--- config.mk ---
export PLATFORM = sky130hd
export DESIGN_NAME = mhic_track
export DESIGN_NICKNAME = d
export VERILOG_FILES = /design/src/design/mhic_pkg.sv /design/src/design/mhic_track.sv
export SDC_FILE = /design/constraint.sdc
export NUM_CORES = 1
export LEC_CHECK = 0
export ABC_AREA = 1
export BUFFER_PORTS_ARGS = -buffer_cell sky130_fd_sc_hd__buf_2
export CORE_MARGIN = 5
export CORE_UTILIZATION = 55
export CTS_CLUSTER_DIAMETER = 150
export DETAILED_ROUTE_END_ITERATION = 8
export PLACE_DENSITY = 0.75
export SYNTH_ARGS = -nofsm -noshare
export SYNTH_HDL_FRONTEND = slang
export SYNTH_SLANG_ARGS = --single-unit
--- constraint.sdc ---
create_clock -name clk -period 10.6 [get_ports clk]
set_clock_uncertainty 0.15 [all_clocks]
set_input_delay 0 -clock clk [delete_from_list [all_inputs] [get_ports clk]]
set_output_delay 0 -clock clk [all_outputs]
set_load 0.01 [all_outputs]
--- src/design/mhic_pkg.sv ---
// ----------------------------------------------------------------------------
// mhic_pkg
// shared field and word widths, reset values and types for the hard-iron calibration
// ----------------------------------------------------------------------------
package mhic_pkg;

  localparam int unsigned SAMPLE_W  = 16;
  localparam int unsigned SUM_W     = 17;
  localparam int unsigned DIFF_W    = 18;
  localparam int unsigned SCALE_W   = 32;
  localparam int unsigned FIELD_W   = 50;
  localparam int unsigned IN_DATA_W  = 48;
  localparam int unsigned OUT_DATA_W = 208;

  localparam logic [SAMPLE_W-1:0] PEAK_RESET   = 16'h8000;
  localparam logic [SAMPLE_W-1:0] TROUGH_RESET = 16'h7fff;
  localparam logic [SCALE_W-1:0]  SCALE_RESET  = 32'd284853140;

  typedef logic signed [SAMPLE_W-1:0] sample_t;
  typedef logic signed [SUM_W-1:0]    sum_t;
  typedef logic signed [DIFF_W-1:0]   diff_t;
  typedef logic signed [FIELD_W-1:0]  field_t;

endpackage

--- src/design/mhic_track.sv ---
// ----------------------------------------------------------------------------
// mhic_track
// running peak and trough of one axis, registered offset sum and centered
// sample
// ----------------------------------------------------------------------------
module mhic_track import mhic_pkg::*; (
  input  logic    clk,
  input  logic    rst_n,
  input  logic    upd_en,
  input  sample_t raw,
  output sum_t    sum_r,
  output diff_t   diff_r
);

  sample_t peak_r, peak_nxt;
  sample_t trough_r, trough_nxt;
  sum_t    sum_nxt;
  diff_t   diff_nxt;

  always_comb begin
    peak_nxt   = (raw > peak_r) ? raw : peak_r;
    trough_nxt = (raw < trough_r) ? raw : trough_r;
    sum_nxt    = SUM_W'(peak_nxt) + SUM_W'(trough_nxt);
    diff_nxt   = $signed({raw[SAMPLE_W-1], raw, 1'b0}) - DIFF_W'(sum_nxt);
  end

  always_ff @(posedge clk) begin
    if (!rst_n) begin
      peak_r   <= PEAK_RESET;
      trough_r <= TROUGH_RESET;
    end else if (upd_en) begin
      peak_r   <= peak_nxt;
      trough_r <= trough_nxt;
    end
  end

  always_ff @(posedge clk) begin
    if (upd_en) begin
      sum_r  <= sum_nxt;
      diff_r <= diff_nxt;
    end
  end

`ifndef SYNTHESIS
  a_peak_rises: assert property (@(posedge clk) disable iff (!rst_n)
    $past(rst_n) |-> peak_r >= $past(peak_r))
    else $error("peak decreased");

  a_trough_falls: assert property (@(posedge clk) disable iff (!rst_n)
    $past(rst_n) |-> trough_r <= $past(trough_r))
    else $error("trough increased");

  a_ordered: assert property (@(posedge clk) disable iff (!rst_n)
    upd_en |=> peak_r >= trough_r)
    else $error("peak below trough after update");
`endif

endmodule

* Yosys cells after proc, flatten, opt, wreduce, memory -nomap -nowiden *
Index checks and enable logic that the tools add are counted.

word-level totals
  bits in writable memories = 0
  bits of input ports = 19
  logic and storage cells = 10
  latch bits = 0
  flip-flop bits (word level) = 67
  bits in read-only memories = 0
  memories = 0
  output and inout port bits = 35

operators by class
  div/mod/pow operators = 0
  muxes and demuxes = 2
  $add $sub $neg = 2
  order comparisons = 2
  eq/ne operators = 0
  reductions and logical operators = 0
  bitwise logic cells = 0
  shifts and indexed selects = 0
  multipliers = 0

operators by type and width
  kind                          number
  2-to-1 mux 16 bit             2
  subtractor 17 x 17 -> 18 bit  1
  adder 16 x 16 -> 17 bit       1
  > comparator 16 bit           1
  less-than comparator 16 bit   1

* Longest topological paths before layout *
Gate-level depths: netlist of run 1.

  depth after elaboration = 4
  mapped depth = 36
  gate-level depth less buffers = 36

* Worst setup path before layout of run 1 *
OpenSTA, ideal clock, no wires.

  path kind = reg2reg
  start = reg peak_r[9]
  end = reg diff_r[17] (data pin)
  path slack = 6.178 ns
  cell stages (with the launch flop) = 33
  arrival time = 4.020 ns
  buffers on the path = 2
  path through = dfxtp_1 > inv_1 > ha_1 > a21oi_1 > nand3b_1 > a21oi_1 > nor2_1 > nand2_1 > nand2_1 > nand3_1 > buf_2 > buf_2 > nand2_1 > nand2_1 > ha_1 > nand2_1 > nand3_1 > a21oi_1 > o21ai_0 > xor2_1 > inv_1 > ha_1 > nand2_1 > nor2_1 > nand2_1 > o2111ai_1 > nand3_2 > nand2_2 > nand2_2 > nand2_2 > nand2_1 > nand3_1 > nand2_1

between the ends
  cells in the longest elaborated chain, start to end = 4

ends and longest elaborated chain
  element                       line              source
  start, declared               mhic_track.sv:15  sample_t peak_r, peak_nxt;
  start signal, assigned        mhic_track.sv:32  peak_r <= peak_nxt;
  > comparator 16 bit           mhic_track.sv:21  peak_nxt = (raw > peak_r) ? raw : peak_r;
  2-to-1 mux 16 bit             mhic_track.sv:21
  named net peak_nxt[2]         mhic_track.sv:15
  adder 16 x 16 -> 17 bit       mhic_track.sv:23  sum_nxt = SUM_W'(peak_nxt) + SUM_W'(trough_nxt);
  named net sum_nxt[7]          mhic_track.sv:17  sum_t sum_nxt;
  subtractor 17 x 17 -> 18 bit  mhic_track.sv:24  diff_nxt = $signed({raw[SAMPLE_W-1], raw, 1'b0}) - DIFF_W'(sum_nxt);
  named net diff_nxt[17]        mhic_track.sv:18  diff_t diff_nxt;
  end signal, assigned          mhic_track.sv:40  diff_r <= diff_nxt;
  end, declared                 mhic_track.sv:12  output diff_t diff_r

The timed path passes the listed nets, and every way through them passes these cells.
A chain may end at the register's enable or synchronous reset.

* Worst setup path after layout of run 1 *
  start = reg peak_r[1]
  end = reg diff_r[17] (data pin)

Same word-level chain as after synthesis.

==> results of run 1 <==
cell usage in the layout (no fill, tap or decap), drive strengths merged, types with 15 or more instances in the layout:
master	Yosys	final
nor2	21	21
o21a	15	15
a21oi	65	65
edfxtp	34	34
nand3	27	27
nand2	200	200
dfxtp	32	32
inv	118	118
ha	60	60
o21ai	34	34
buf	8	55
dlygate4sd3	0	16
layer usage:
| layer | GRT usage | vias up |
|---|---|---|
| met5 | 0 | - |
| met4 | 0.0675 | 0 |
| met3 | 0.0343 | 19 |
| met2 | 0.370 | 133 |
| met1 | 0.290 | 2055 |
| li1 | - | 2362 |
logic make-up after synthesis:
family          after synthesis
xor+xnor                     22
compound gates              129
simple gates                269
flops                        66
buf+inv                     135
fa+ha+maj                    62
stage by stage:
step | worst slack [ps] | instances | utilization | total power, W | area [µm²]
floorplan | 6180 | 683 | - | 0.000957 | 5050
global placement | 5110 | 832 | 0.592 | 0.00111 | 5400
detailed placement | 4920 | 832 | 0.592 | 0.00114 | 5400
CTS | 4900 | 864 | 0.630 | 0.00136 | 5740
global route | 4280 | 864 | 0.630 | 0.00148 | 5740
finish | 4900 | 864 | 0.630 | 0.00135 | 5740
path summary, 6_finish.rpt:
check	start	end
worst max-delay path	peak_r[1]	diff_r[17]
worst min-delay path	upd_en	trough_r[0]
worst max register to register	peak_r[1]	diff_r[17]
worst min register to register	trough_r[7]	trough_r[7]
sequential cells by signal, indices dropped and copies added (netlist names):
signal    flops
trough_r     16
peak_r       16
diff_r       17
sum_r        17
area by class of cell:
cell class / instances / area (µm²) / share of cell area
clock buffer: 10 / 128 / 0.0222
clock inverter: 6 / 57.6 / 0.0100
inverter: 118 / 443 / 0.0772
multi-input combinational: 482 / 2870 / 0.500
sequential: 66 / 1660 / 0.289
tap: 111 / 139 / 0.0242
timing repair buffer: 71 / 440 / 0.0767
tightest hold or removal path, stage by stage:
cell and delay [ps]:
buf_2 100, buf_4 300, nand2_1 140, nand2_1 40
power groups by stage:
stage,Combinational [W],Clock [W],Sequential [W]
after global routing,0.000845,0.000223,0.000407
after detailed placement,0.000736,0,0.000404
after global placement,0.000712,0,0.000401
after CTS,0.000743,0.000214,0.000398
final,0.000746,0.000209,0.000398
after floorplan,0.000518,0,0.000439
==> results.json, run 1 <==
{
  "synth-edff-count": 34,
  "setup_viol": 0,
  "crit_fanout": 20,
  "path_buf_inv": 3,
  "status": "completed",
  "synthMuxAreaShare": 0,
  "pwr-share-comb": 0.551,
  "pwr-share-clk": 0.154,
  "irDropWorstVdd_v": 0.0000782,
  "synth_compound_area_frac": 0.145,
  "gr-total-overflow": 0,
  "die_y_um": 106,
  "async_flop_share": 0,
  "cts_root_buf": "clkbuf_8",
  "p_per_area_mw_per_mm2": 236,
  "switching_share": 0.430,
  "finalHoldViolations": 0,
  "synthSimpleGateAreaFrac": 0.229,
  "worst_ep_required_time_ps": 10560,
  "worstMarginPinSlew_ps": 1090,
  "synth-seq-area-share": 0.329,
  "syn_area_per_cell_um2": 7.40,
  "dieArea_mm2": 0.0112,
  "cts_max_level": 3,
  "start_kind": "flip-flop",
  "cts_resized": 0,
  "wl_um": 11800,
  "ctsHoldBuffers": 16,
  "report.final.slew_viol_count": 0,
  "timing.hold.ws_ps": 124,
  "holdPathStages": 4,
  "vias": 4569,
  "core-area_mm2": 0.00911,
  "p_int_w": 0.000772,
  "port_buffers": 53,
  "drtPass1Iterations": 5,
  "synth-warning-count": 0,
  "start_util": 0.555,
  "critical_path_class": "reg -> reg",
  "switchingPower_w": 0.000582,
  "gp_congestion": 0.882,
  "track_usage": 0.220,
  "grt_pass1_wl_um": 20000,
  "slowest_stage": "inv_1",
  "die_w_um": 106,
  "yosysMostFrequentCell": "nand2_1",
  "ios": 54,
  "wl_met3_um": 627,
  "cp.depth": 32,
  "synth-seq-cells": 66,
  "leakage_nw": 3.04,
  "synth_fa_ha_area_frac": 0.157,
  "clock.fmax_mhz": 176,
  "synth.distinct_cells": 36,
  "crit_top_cell": "nand2_1",
  "rrSetupSlack_ps": 4900,
  "rsz0062_at_grt": "no",
  "drtIter0Drc": 215,
  "layout-drive-gt1-share": 0.122,
  "clkTransAtPathRegs_ps": 80,
  "cts_buffer_depth": 2,
  "nets": 829,
  "antenna_cells": 0,
  "antenna_found_initial": 0,
  "synthTopCellsByCount": "nand2_1 (188), inv_1 (118), a21oi_1 (63)",
  "grt_max_degree": 53,
  "synthXorXnorAreaFrac": 0.0381,
  "cts_sinks": 66,
  "synth_cells": 683,
  "slew_headroom": 0.272,
  "tns_ps": 0,
  "crit_family": "simple AND/OR/NAND/NOR gates",
  "syn_area_mm2": 0.00505,
  "max_stage_delay_ps": 540,
  "drv_cap": 0,
  "dr.max_layer_used": "met4",
  "first_global_vias": 4422,
  "wl_per_cell_um": 13.6,
  "ant_nets": 0,
  "finalCritPeriodShare": 0.537,
  "drt-met1-wl_um": 5510,
  "synth_top_area_share": 0.202,
  "num_rows": 35,
  "cts_tree": "done",
  "insertion_delay_ps": 350,
  "synth-main-ff-cell": "edfxtp_1",
  "cp-end-kind": "flip-flop",
  "area_growth_pct": 13.6,
  "cts-buffers-inserted": 9,
  "dpl.hpwl_um": 9080,
  "cp.arrival_ps": 5660,
  "post_cts_buffers": 0,
  "via_per_inst": 5.29,
  "detailroute.wirelength.met2_um": 5370,
  "yosys-top-cells-area": "edfxtp_1 (20%), ha_1 (15%), nand2_1 (14%)",
  "min_path_type": "in -> reg",
  "pwr-share-seq": 0.294,
  "synth_top_family_by_area": "simple AND/OR/NAND/NOR gates",
  "reg2reg_depth": 32,
  "fillers": 806,
  "min_period_ps": 5700,
  "synth_top_cell_by_area": "edfxtp_1",
  "syn-num-nets": 764,
  "drc_errors": 0
}
Note: power is estimated with default switching activity, not from simulation.
==> run 2: changes to the inputs <==
Settings changed: ABC_AREA 1 to 0.
Clock period 10.6 ns to 5.7 ns, I/O delays scaled along.
==> run 2 against run 1 <==
Against the previous run:
- the run now ends with negative setup slack left
- critical path type unchanged
- largest cell class unchanged
- highest routed layer unchanged
- critical endpoint is now diff_r[15]
- clock-buffer cell count up 1
- largest power group unchanged
- critical path depth down 2
- routed wire length up 41%
- global-route usage up 3.0 points
- cell count down 3.7%
- maximum frequency down 7.6%
==> results.json, run 2 <==
{
  "wl_um": 16600,
  "grt_max_degree": 52,
  "drtPass1Iterations": 5,
  "gr-total-overflow": 0,
  "start_util": 0.567,
  "dr.max_layer_used": "met4",
  "min_path_type": "in -> reg",
  "irDropWorstVdd_v": 0.000248,
  "critPathLaunch": "peak_r[1]",
  "synth_top_cell_by_area": "edfxtp_1",
  "antenna_cells": 0,
  "leakage_nw": 3.29,
  "cts-buffers-inserted": 9,
  "cts_tree": "done",
  "cts_sinks": 66,
  "layout-drive-gt1-share": 0.358,
  "grt_pass1_wl_um": 22700,
  "yosysMostFrequentCell": "inv_1",
  "ant_nets": 0,
  "p_per_area_mw_per_mm2": 609,
  "detailroute.wirelength.met2_um": 7840,
  "cts_root_buf": "clkbuf_8",
  "syn_area_per_cell_um2": 9.10,
  "synth_top_area_share": 0.205,
  "hp-start": "rst_n",
  "synth-seq-cells": 66,
  "via_per_inst": 6.09,
  "antenna_found_initial": 0,
  "violations": "negative setup slack",
  "syn_area_mm2": 0.00497,
  "num_rows": 34,
  "min_period_ps": 6170,
  "yosys-top-cells-area": "edfxtp_1 (21%), ha_1 (15%), dfxtp_1 (13%)",
  "synth_cells": 546,
  "worstMarginPinSlew_ps": 1110,
  "gp_congestion": 0.838,
  "timing.hold.ws_ps": 120,
  "rrSetupSlack_ps": -470,
  "power_w": 0.00425,
  "synth-edff-count": 34,
  "drc_errors": 0,
  "dpl.hpwl_um": 9300,
  "core-area_mm2": 0.00876,
  "drv_cap": 0,
  "synthTopCellsByCount": "inv_1 (62), ha_1 (60), nand2_1 (58)",
  "cp-end-kind": "flip-flop",
  "area_growth_pct": 40.5,
  "finalCritPeriodShare": 1.08,
  "first_global_vias": 4793,
  "die_y_um": 105,
  "status": "finished with violations",
  "nets": 800,
  "synth.distinct_cells": 58,
  "crit_fanout": 7,
  "synth-warning-count": 0,
  "setup_viol": 8,
  "syn-num-nets": 627,
  "reg2reg_from": "peak_r[1]",
  "preCtsSetupSlack_ps": -517,
  "reg_top3": "diff_r (17), sum_r (17)",
  "ios": 54,
  "drt-met1-wl_um": 6760,
  "synth-seq-area-share": 0.334,
  "wl_met3_um": 1350,
  "final_cell_mix": "buf_4 (110), inv_1 (58), nand2_1 (57)",
  "async_flop_share": 0,
  "dpl_cell_area_mm2": 0.00601,
  "cts_buffer_depth": 2,
  "vias": 5071,
  "die_w_um": 105,
  "postLayoutSetupSlackWorst_ps": -468,
  "slowest_stage": "maj3_2",
  "start_kind": "flip-flop",
  "tns_ps": -2870,
  "final_common_cell": "buf_4",
  "clock.fmax_mhz": 162,
  "port_buffers": 53,
  "drtIter0Drc": 523,
  "wl_per_cell_um": 20.0,
  "cp.arrival_ps": 6130,
  "crit_top_cell": "o21a_1",
  "rsz0062_at_grt": "yes",
  "clkTransAtPathRegs_ps": 90,
  "max_stage_delay_ps": 360,
  "synth-main-ff-cell": "edfxtp_1",
  "cts_max_level": 3,
  "finalHoldViolations": 0,
  "track_usage": 0.250,
  "worst_ep_required_time_ps": 5660,
  "slew_headroom": 0.260,
  "dieArea_mm2": 0.0110,
  "insertion_delay_ps": 350,
  "post-route-cell-area_mm2": 0.00698,
  "fillers": 481,
  "critical_path_class": "reg -> reg",
  "report.final.slew_viol_count": 0
}
run 2: cell count changes in the layout (fill, tap and decap cells not counted), moves of 19 or more:
| cell | previous run | this run |
|---|---|---|
| a21oi_1 | 63 | 17 |
| buf_4 | 2 | 110 |
| inv_1 | 118 | 58 |
| mux2i_1 | 0 | 19 |
| nand2_1 | 188 | 57 |
| o21ai_0 | 34 | 15 |
run 2: routing by layer:
metal  vias up  track usage
li1       2292            -
met1      2395        0.320
met2       303        0.412
met3        81       0.0536
met4         0       0.0959
met5         -            0
run 2: kinds of logic (layout without fill, tap and decap cells):
group                    count (synthesis)  in the layout  share of synthesized area
flip-flops                              66             66                      0.334
buffers and inverters                   85            262                     0.0662
adder cells (fa/ha/maj)                 65             65                      0.165
AND/OR/NAND/NOR                        140            140                      0.128
multiplexers                            36             37                     0.0765
XOR/XNOR                                28             28                     0.0531
AO/OA/AOI/OAI                          126            126                      0.176
run 2: timing repair:
action / CTS / global route
buffers inserted: 14 / 15
pin swaps: 23 / 21
hold buffers: 16 / 0
cloned: 0 / 1
hold endpoints to repair: 31 / 0
setup endpoints to repair: 9 / 9
resized for setup: 25 / 45
run 2: power by group:
group          switching, W  internal (W)  leakage (nW)
sequential        0.0000394      0.000759         0.597
combinational       0.00149       0.00148          2.57
clock              0.000198      0.000287         0.125
total               0.00172       0.00253          3.29
run 2: area by class of cell:
cell class                 count  area (µm²)  area share
clock buffer                  11         163      0.0233
multi-input combinational    396        3410       0.488
sequential                    66        1660       0.238
inverter                      63         236      0.0339
clock inverter                 5        82.6      0.0118
timing repair buffer         183        1300       0.186
tap                          108         135      0.0194
run 2: worst paths after layout:
kind	end	cells past startpoint
max	diff_r[15]	30
max reg2reg	diff_r[15]	30
min reg2reg	trough_r[15]	2
min	trough_r[1]	2
run 2: stage by stage:
stage,util,std cells
final,0.797,832
after detailed placement,0.686,772
after global routing,0.797,832
after floorplan,-,546
after global placement,0.686,772
after CTS,0.759,818
run 2: worst max-delay path, delay by kind of cell (launching register included):
kind,cells,cell delay [ps]
simple gates,5,750
compound gates,14,2730
buf+inv,3,170
xor+xnor,2,290
fa+ha+maj,5,1170
mux,1,330
flops,1,340
