<file path="config.mk">
export PLATFORM = sky130hd
export DESIGN_NAME = mhic_scale
export DESIGN_NICKNAME = d
export VERILOG_FILES = /design/src/design/mhic_pkg.sv /design/src/design/mhic_scale.sv
export SDC_FILE = /design/constraint.sdc
export NUM_CORES = 1
export LEC_CHECK = 0
export BUFFER_PORTS_ARGS = -buffer_cell sky130_fd_sc_hd__buf_2
export CAP_MARGIN = 25
export CORE_AREA = 2 2 229 231
export DETAILED_ROUTE_END_ITERATION = 10
export DIE_AREA = 0 0 231 233
export SLEW_MARGIN = 0
export SYNTH_ARGS = -nofsm -noshare
export SYNTH_HDL_FRONTEND = slang
export SYNTH_SLANG_ARGS = --single-unit
</file>
<file path="constraint.sdc">
create_clock -name clk -period 9.8 [get_ports clk]
set_clock_uncertainty 0.05 [all_clocks]
set_input_delay 0.49 -clock clk [delete_from_list [all_inputs] [get_ports clk]]
set_output_delay 0.49 -clock clk [all_outputs]
set_load 0.02 [all_outputs]
</file>
<file path="src/design/mhic_pkg.sv">
// ----------------------------------------------------------------------------
// mhic_pkg
// shared field and word widths, reset values and types for the hard-iron calibration
// ----------------------------------------------------------------------------
package mhic_pkg;

  localparam int unsigned SAMPLE_W  = 16;
  localparam int unsigned SUM_W     = 17;
  localparam int unsigned DIFF_W    = 18;
  localparam int unsigned SCALE_W   = 32;
  localparam int unsigned FIELD_W   = 50;
  localparam int unsigned IN_DATA_W  = 48;
  localparam int unsigned OUT_DATA_W = 208;

  localparam logic [SAMPLE_W-1:0] PEAK_RESET   = 16'h8000;
  localparam logic [SAMPLE_W-1:0] TROUGH_RESET = 16'h7fff;
  localparam logic [SCALE_W-1:0]  SCALE_RESET  = 32'd284853140;

  typedef logic signed [SAMPLE_W-1:0] sample_t;
  typedef logic signed [SUM_W-1:0]    sum_t;
  typedef logic signed [DIFF_W-1:0]   diff_t;
  typedef logic signed [FIELD_W-1:0]  field_t;

endpackage

</file>
<file path="src/design/mhic_scale.sv">
// ----------------------------------------------------------------------------
// mhic_scale
// registered product of the centered sample and the unsigned q0.32 scale
// ----------------------------------------------------------------------------
module mhic_scale import mhic_pkg::*; (
  input  logic               clk,
  input  logic               en,
  input  diff_t              diff,
  input  logic [SCALE_W-1:0] scale,
  output field_t             field_r
);

  logic signed [SCALE_W:0]   scale_s;
  logic signed [FIELD_W:0]   prod;

  assign scale_s = $signed({1'b0, scale});
  assign prod    = diff * scale_s;

  always_ff @(posedge clk) begin
    if (en) begin
      field_r <= prod[FIELD_W-1:0];
    end
  end

endmodule

</file>
Yosys cells after proc, flatten, opt, wreduce, memory -nomap -nowiden. Cells that the tools add are included.

Register bits: 50. Input bits: 52. Output and inout port bits: 50. Logic and storage cells: 2.

Multipliers: 1.

Operators by type and width (number): $mul A18 B33 Y50 (1).

Logic depth before layout (Yosys ltp). Gate-level depths: netlist of run 1.

Depth in word-level cells: 1. Gate-level depth with buffers: 26. Depth with buffers taken out: 24.

Worst setup path after synthesis of run 1. No wires, ideal clock.

Path type: input port to flip-flop. From: in scale[16]. To: reg field_r[42], data pin. Setup time: 0.265 ns. Arrival time: 6.446 ns. Data required time: 9.485 ns. Slack: 3.038 ns. Stages: 24. Path buffers: 3. Path through: clkbuf_1 > clkbuf_1 > nand2_1 > fa_1 > fa_1 > fa_1 > inv_1 > fa_1 > fa_1 > inv_1 > fa_1 > inv_1 > ha_1 > clkdlybuf4s15_1 > nand2_1 > nor3_1 > nand3_1 > nor2_1 > a2111oi_0 > nand3_1 > a211o_1 > a221oi_2 > o21ai_1 > xor2_1.

Longest elaborated chain between the ends: 1.

RTL lines: start, declared (RTL line mhic_scale.sv:9) `input logic [SCALE_W-1:0] scale,`; $mul A18 B33 Y50 (RTL line mhic_scale.sv:17) `assign prod = diff * scale_s;`; net prod[42] (RTL line mhic_scale.sv:14) `logic signed [FIELD_W:0] prod;`; end signal, assigned (RTL line mhic_scale.sv:21) `field_r <= prod[FIELD_W-1:0];`; end, declared (RTL line mhic_scale.sv:10) `output field_t field_r`.

The timed path passes the listed nets, and every way through them passes these cells. A chain may end at the register's enable or synchronous reset.

Final worst setup path of run 1.
From: in diff[4]. To: reg field_r[48], data pin.

Longest elaborated chain between the ends: 1.

RTL lines: start, declared (RTL line mhic_scale.sv:8) `input diff_t diff,`; $mul A18 B33 Y50 (RTL line mhic_scale.sv:17); net prod[48] (RTL line mhic_scale.sv:14).

The timed path passes the listed nets, and every way through them passes these cells.

==> results of run 1 <==
[area by class of cell]
class                      instances  area [um^2]
antenna                            3         7.51
clock buffer                       5          125
clock inverter                     2         17.5
fill                            5127        29700
inverter                         575         2160
multi-input combinational       1496        16200
sequential                        50         1500
tap                              680          851
timing repair buffer             103          541
[logic make-up after synthesis]
group,after synthesis,share of synthesized area
fa+ha+maj,636,0.570
buf+inv,690,0.129
simple gates,683,0.163
xor+xnor,46,0.0199
flops,50,0.0740
compound gates,131,0.0443
[through the flow]
step	area (um^2)	util
CTS	21300	0.418
floorplan	20300	-
detailed placement	21200	0.415
global route	21400	0.418
finish	21400	0.418
global placement	21200	0.415
[per-layer routing]
| layer | vias to the layer above | wire [um] | track usage |
|---|---|---|---|
| li1 | 6474 | - | - |
| met1 | 7637 | 20700 | 0.248 |
| met2 | 496 | 27700 | 0.372 |
| met3 | 108 | 2580 | 0.0252 |
| met4 | 0 | 2290 | 0.0776 |
| met5 | - | 0 | 0 |
[worst min path at each step]
stage | startpoint | end | slack, ns | cells after the start
after detailed placement | field_r[29] | field_r[29] | 0.89 | 1
after floorplan | en | field_r[0] | 0.55 | 0
after global placement | field_r[31] | field_r[31] | 0.89 | 1
final | en | field_r[44] | 0.79 | 2
after CTS | scale[0] | field_r[0] | 0.77 | 2
after global routing | scale[0] | field_r[0] | 0.80 | 2
[Yosys cell counts, types with 3 or more instances]
cell type / n / area [um^2]
a21o_2: 3 / 26.3
xnor2_1: 29 / 254
clkbuf_1: 109 / 409
nand4_1: 9 / 56.3
nand2b_1: 18 / 113
nor3_1: 6 / 30.0
inv_1: 575 / 2160
nand2_1: 344 / 1290
nor4_1: 4 / 25.0
o21bai_1: 4 / 30.0
o31ai_1: 3 / 22.5
fa_1: 480 / 9610
nor2b_1: 4 / 25.0
and2_1: 227 / 1420
a21oi_1: 53 / 265
o22ai_1: 3 / 18.8
edfxtp_1: 50 / 1500
a21o_1: 17 / 128
ha_1: 156 / 1950
nand3_1: 10 / 50.1
or2_2: 5 / 31.3
and3_2: 3 / 22.5
o21ai_0: 19 / 95.1
nor2_1: 41 / 154
xor2_1: 17 / 149
==> metrics.txt, run 1 <==
gr ovfl total 0; synth-to-layout area growth 5.31%; Routed WL 53.3 mm; PostCTS Resize Cnt 0; Crit-path slowest cell buf_2; Vias 14715; initial antenna violation count 1; max reg flops 50; final cell count without fillers 2914; Tmin final 7.48 ns; Syn. warnings 0; # setup viols final 0; dpl ws 2.17 ns; biggest regs field_r: 50 flops; number of synthesized flops with an enable pin 50; asr flop ratio synth 0; postcts setup bufs 0; TritonCTS clock tree yes; final worst slack 2.32 ns; core area 51100 um^2; Max Cap Violations 0; sequential share of the synthesized area 0.0740; Avg Synthesized Cell Area 9.08 um^2; TritonCTS buffer count 5; CTS H-tree lvls 2; CP endpoint kind register; Crit. Startpoint diff[4]; Post-CTS Hold Buffers 0; crit path cell chain buf_2, nand2_1, fa_1, fa_1, fa_1, fa_1, inv_1, fa_1, inv_1, fa_1, inv_1, ha_1, a21oi_1, o22ai_1, nor4_1, nor2_1, a21oi_1, a21o_1, o21ai_0, a21oi_1, o31ai_1, xor2_1; Reg with most FFs field_r; status completed; drt first pass iters 5; #FFs+latches synth 50; Die H 233 um; Initial Util 0.397; final count of hold timing violations 0; Fmax achieved 134 MHz; clock tree sinks 50; vias per cell 5.05; layout cell share with drive strength beyond 1 0.0601; leading cell type in the layout, fill and taps excluded inv_1; CP Max Fanout 32; Tcrit/Tclk final 0.764; dpl hpwl 42.6 mm; critical path's top delay family adder cells; WP data required 9.79 ns; Die Area 53800 um^2; top_reg_cell synth edfxtp_1; Synth Instances 2236; Post-Syn Area 20300 um^2; Levels on crit path 22; type of the most critical hold path primary input to register; Worst Path Buf+Inv 4; Max stage delay on crit path 0.60 ns; Hold Slack 0.792 ns; CP most frequent cell fa_1; CP Launch Type primary input; GPL Wtd Cong 0.862; crit path DAT 7.47 ns; commonest cells after routing, fill and taps aside inv_1, fa_1, nand2_1, and2_1, ha_1; Synth Net Count 2924; io pins 102; RSZ-0062 raised after global routing no; Worst Max-Slew Pin Slew 0.937 ns; number of global-route vias before repair 16015; clock slew at reported path FFs 0.08 ns; Nets 2919; Iteration-0 DRC Markers 880; Die X 231 um; DR WL/cell 18.3 um; slew margin rel. 0.376; Worst Setup EP field_r[48]; DP Cell Count 2903; pin count of the biggest net entering global routing 51; GRT Overall Usage 0.205; Antenna Nets Post-Route 0; IO buf count 101; Std-Cell Rows 83; first-pass GRT wire length 85.4 mm; Setup CP Type primary input to register; DRC 0; CTS root buf clkbuf_16; Final Max Slew Viols 0; Final TNS setup 0 ns; clock buffer depth 2; library cells used by synthesis 65
Power of run 1 is not shown: default switching activity piles up to over one toggle a cycle in this logic, so the estimate is an artifact.
==> run 2: changes to the inputs <==
clock period = 6.75 ns   (was 9.8 ns; I/O delays follow)
==> metrics.txt, run 2 (synthesized netlist as in run 1, its figures left out) <==
status completed (unchanged); pin count of the biggest net entering global routing 51 (unchanged); CP Launch Type primary input (unchanged); met2 GRT Util 0.363 (was 0.372); WP data required 6.83 ns (was 9.79 ns); Routed WL 52.8 mm (was 53.3 mm); CTS root buf clkbuf_16 (unchanged); Antenna Nets Post-Route 0 (unchanged); Most Crowded Layer GR met2 (unchanged); crit path DAT 6.55 ns (was 7.47 ns); initial antenna violation count 1 (unchanged); # setup viols final 0 (unchanged); slew margin rel. 0.538 (was 0.376); min-delay src scale[0] (was en); CP Max Fanout 14 (was 32); type of the most critical hold path primary input to register (unchanged); leading cell type in the layout, fill and taps excluded inv_1 (unchanged); Setup CP Type primary input to register (unchanged); Std-Cell Rows 83 (unchanged); Die X 231 um (unchanged); biggest regs field_r: 50 flops (unchanged); n_diodes 0 (was 3); DR WL/cell 17.3 um (was 18.3 um); clock slew at reported path FFs 0.08 ns (about the same); CP most frequent cell fa_1 (unchanged); DRC 0 (unchanged); number of global-route vias before repair 16491 (was 16015); Die H 233 um (unchanged); dpl hpwl 45.6 mm (was 42.6 mm); io pins 102 (unchanged); GPL Wtd Cong 0.889 (was 0.862); Final Max Slew Viols 0 (unchanged); GRT Overall Usage 0.206 (was 0.205); Max Cap Violations 0 (unchanged); Hold Slack 0.578 ns (was 0.792 ns); Fmax achieved 154 MHz; GR Util met1 0.267 (was 0.248); CTS H-tree lvls 2 (unchanged); met3 usage in global routing 0.0256 (was 0.0252); clock tree sinks 50 (unchanged); TritonCTS buffer count 5 (unchanged); Iteration-0 DRC Markers 726 (was 880); clock buffer depth 2 (unchanged); gr ovfl total 0 (unchanged); Die Area 53800 um^2 (unchanged); max reg flops 50 (unchanged); Initial Util 0.397 (unchanged); Worst Max-Slew Pin Slew 0.692 ns (was 0.937 ns); synth-to-layout area growth 11.5% (was 5.31%); Crit. Startpoint scale[10] (was diff[4]); Tcrit/Tclk final 0.959; Tmin final 6.47 ns; Crit-path slowest cell fa_1 (was buf_2); first-pass GRT wire length 87.1 mm (was 85.4 mm); Reg with most FFs field_r (unchanged); IO buf count 101 (unchanged); vias per cell 4.93 (was 5.05); final count of hold timing violations 0 (unchanged); Nets 3065 (was 2919); commonest cells after routing, fill and taps aside inv_1, fa_1, nand2_1, and2_1, ha_1 (unchanged); Max stage delay on crit path 0.56 ns (was 0.60 ns); crit path cell chain buf_2, buf_4, nand2_1, fa_1, inv_1, fa_1, fa_1, fa_1, fa_1, inv_1, fa_1, inv_1, ha_1, a21o_1, a311oi_2, a22oi_1, or3_1, a21oi_4, o31ai_4, a311oi_4, or2_2, nand2_2, o311ai_2 (was buf_2, nand2_1, fa_1, fa_1, fa_1, fa_1, inv_1, fa_1, inv_1, fa_1, inv_1, ha_1, a21oi_1, o22ai_1, nor4_1, nor2_1, a21oi_1, a21o_1, o21ai_0, a21oi_1, o31ai_1, xor2_1); Vias 15091 (was 14715); TritonCTS clock tree yes (unchanged); layout cell share with drive strength beyond 1 0.119 (was 0.0601); CP endpoint kind register (unchanged); core area 51100 um^2 (unchanged); drt first pass iters 5 (unchanged)
==> run 2: cell count changes in the layout (fill, tap and decap cells not counted), sizes merged <==
| cell | delta |
|---|---|
| clkinvlp | +1 |
| clkbuf | +10 |
| inv | -2 |
| bufinv | +1 |
| diode | -3 |
| buf | +137 |
==> run 2: cell type report <==
class	instances	area [um^2]
Clock buffer	6	129
Clock inverter	2	37.5
Fill cell	5046	28500
Inverter	575	2160
Multi-Input combinational cell	1496	16200
Sequential cell	50	1500
Tap cell	680	851
Timing Repair Buffer	249	1760
==> run 2: per-layer routing <==
| metal | share of wire | routed length (um) |
|---|---|---|
| met5 | 0.00025 | 13 |
| met4 | 0.029 | 1510 |
| met3 | 0.044 | 2300 |
| met2 | 0.51 | 27000 |
| met1 | 0.42 | 22000 |
==> run 2: worst paths after layout <==
path / to / slack, ns / cells after the start
max: field_r[43] / 0.28 / 23
min: field_r[0] / 0.58 / 3
==> run 2: metrics by stage <==
step / area [um^2] / worst slack (ns) / TNS [ns] / instances / utilization
after detailed placement: 22400 / -0.198 / -1.13 / 3050 / 0.439
final: 22600 / 0.276 / 0 / 3058 / 0.443
after global routing: 22600 / -0.0572 / -0.0572 / 3058 / 0.443
after CTS: 22600 / 0.101 / 0 / 3058 / 0.442
after global placement: 22400 / -0.105 / -0.357 / 3050 / 0.439
after floorplan: 20300 / 0.141 / 0 / 2236 / -
==> run 2: what timing repair did <==
item / CTS / global route
resized for setup: 0 / 13
hold buffers: 0 / 0
buffers inserted: 0 / 0
endpoints found under the setup margin: 0 / 11
==> run 2: critical path, delay by kind of cell <==
family | cells | cell delay, ns
AOI/OAI and AO/OA | 7 | 1.52
buffers and inverters | 5 | 0.66
adders and majority gates | 7 | 3.29
and+or+nand+nor | 4 | 0.74
Power of run 2 is left out for the same reason.
==> run 3: changes to the inputs <==
PLACE_DENSITY = 0.63   (was unset)
SKIP_CTS_REPAIR_TIMING = 1   (was unset)
==> metrics.txt, run 3 (synthesized netlist as in run 1, its figures left out) <==
clock tree sinks 50 (unchanged); CTS root buf clkbuf_16 (unchanged); final worst slack 0.183 ns (was 0.276 ns); TritonCTS buffer count 5 (unchanged); pin count of the biggest net entering global routing 51 (unchanged); biggest regs field_r: 50 flops (unchanged); Fmax achieved 152 MHz (was 154 MHz); Max Cap Violations 0 (unchanged); Vias 15099 (was 15091); layout cell share with drive strength beyond 1 0.118 (was 0.119); Worst Max-Slew Pin Slew 0.697 ns (was 0.692 ns); Initial Util 0.397 (unchanged); final count of hold timing violations 0 (unchanged); vias per cell 4.95 (was 4.93); Antenna Nets Post-Route 0 (unchanged); DRC 0 (unchanged); slew margin rel. 0.535 (was 0.538); n_diodes 0 (unchanged); Tcrit/Tclk final 0.973 (was 0.959); GPL Wtd Cong 0.903 (was 0.889); Nets 3060 (was 3065); fill count 5056 (was 5046); CP Max Fanout 11 (was 14); IO buf count 101 (unchanged); Std-Cell Rows 83 (unchanged); dpl hpwl 45.4 mm (was 45.6 mm); commonest cells after routing, fill and taps aside inv_1, fa_1, nand2_1, and2_1, ha_1 (unchanged); first-pass GRT wire length 86.6 mm (was 87.1 mm); # setup viols final 0 (unchanged); Die Area 53800 um^2 (unchanged); Iteration-0 DRC Markers 769 (was 726); final cell count without fillers 3053 (was 3058); drt first pass iters 5 (unchanged); status completed (unchanged); DR WL/cell 17.3 um (about the same); dpl cell area 22400 um^2 (about the same); Final Max Slew Viols 0 (unchanged); CP most frequent cell fa_1 (unchanged); Worst Setup EP field_r[49] (was field_r[43]); CTS H-tree lvls 2 (unchanged); Tmin final 6.57 ns (was 6.47 ns); clock buffer depth 2 (unchanged); crit path DAT 6.59 ns (was 6.55 ns); type of the most critical hold path primary input to register (unchanged); Routed WL 52.7 mm (was 52.8 mm); core area 51100 um^2 (unchanged); synth-to-layout area growth 11.3% (was 11.5%); gr ovfl total 0 (unchanged); GRT Overall Usage 0.206 (about the same); Die H 233 um (unchanged); leading cell type in the layout, fill and taps excluded inv_1 (unchanged); clock slew at reported path FFs 0.07 ns (was 0.08 ns); number of global-route vias before repair 16734 (was 16491); DP Cell Count 3044 (was 3050); Reg with most FFs field_r (unchanged); Crit. Startpoint scale[10] (unchanged); TritonCTS clock tree yes (unchanged); CP endpoint kind register (unchanged); Setup CP Type primary input to register (unchanged); CP Launch Type primary input (unchanged); Max stage delay on crit path 0.55 ns (was 0.56 ns); Final Cell Area 22600 um^2 (about the same); Die X 231 um (unchanged); io pins 102 (unchanged); Crit-path slowest cell fa_1 (unchanged); dpl ws -0.204 ns (was -0.198 ns); initial antenna violation count 1 (unchanged); crit path cell chain buf_2, buf_4, nand2_1, fa_1, inv_1, fa_1, fa_1, fa_1, fa_1, inv_1, fa_1, inv_1, ha_1, o21a_1, o21ai_0, a22oi_1, or3_1, a21oi_4, o31ai_4, a311oi_4, o31ai_2, o311ai_1 (was buf_2, buf_4, nand2_1, fa_1, inv_1, fa_1, fa_1, fa_1, fa_1, inv_1, fa_1, inv_1, ha_1, a21o_1, a311oi_2, a22oi_1, or3_1, a21oi_4, o31ai_4, a311oi_4, or2_2, nand2_2, o311ai_2); max reg flops 50 (unchanged); WP data required 6.77 ns (was 6.83 ns)
==> run 3: changes by cell type in the layout (fill, tap and decap cells not counted), moves of 2 or more <==
| cell | before | now |
|---|---|---|
| buf_4 | 138 | 133 |
| buf_2 | 92 | 97 |
| clkbuf_4 | 9 | 4 |
| clkinv_2 | 0 | 2 |
==> run 3: worst min-delay path by stage <==
| stage | start | depth (start not counted) | to | slack (ns) |
|---|---|---|---|---|
| 6_report | scale[0] | 3 | field_r[0] | 0.59 |
| 5_1_grt | scale[0] | 3 | field_r[0] | 0.62 |
| 4_1_cts | scale[0] | 3 | field_r[0] | 0.58 |
| 3_5_place_dp | field_r[49] | 1 | field_r[49] | 0.74 |
| 3_3_place_gp | field_r[10] | 1 | field_r[10] | 0.74 |
| 2_1_floorplan | en | 0 | field_r[0] | 0.40 |
==> run 3: area by class of cell <==
cell class / count / area, um^2 / share of cell area
clock inverters: 3 / 40.0 / 0.00177
well taps: 680 / 851 / 0.0377
flip-flops and latches: 50 / 1500 / 0.0665
clock buffers: 5 / 125 / 0.00554
inverters: 575 / 2160 / 0.0956
multi-input cells: 1496 / 16200 / 0.717
repair buffers: 244 / 1710 / 0.0759
==> run 3: worst max-delay path: cells and delay by family <==
kind	cells	cell delay [ns]
buffers and inverters	5	0.65
and+or+nand+nor	2	0.50
AOI/OAI and AO/OA	8	1.72
adders and majority gates	7	3.37
==> run 3: through the flow <==
step / TNS (ns) / utilization / hold slack [ns]
after global routing: -0.0335 / 0.442 / 0.620
after global placement: -0.687 / 0.438 / 0.741
final: 0 / 0.442 / 0.586
after detailed placement: -1.15 / 0.438 / 0.735
after floorplan: 0 / - / 0.400
after CTS: 0 / 0.441 / 0.579
==> run 3: layer usage <==
metal | vias to the layer above | part of all wire | GRT usage
met4 | 2 | 0.037 | 0.0728
met3 | 104 | 0.053 | 0.0259
met2 | 450 | 0.52 | 0.372
li1 | 6748 | - | -
met5 | - | 0.00025 | 0
met1 | 7795 | 0.39 | 0.250
Power of run 3 is left out for the same reason.
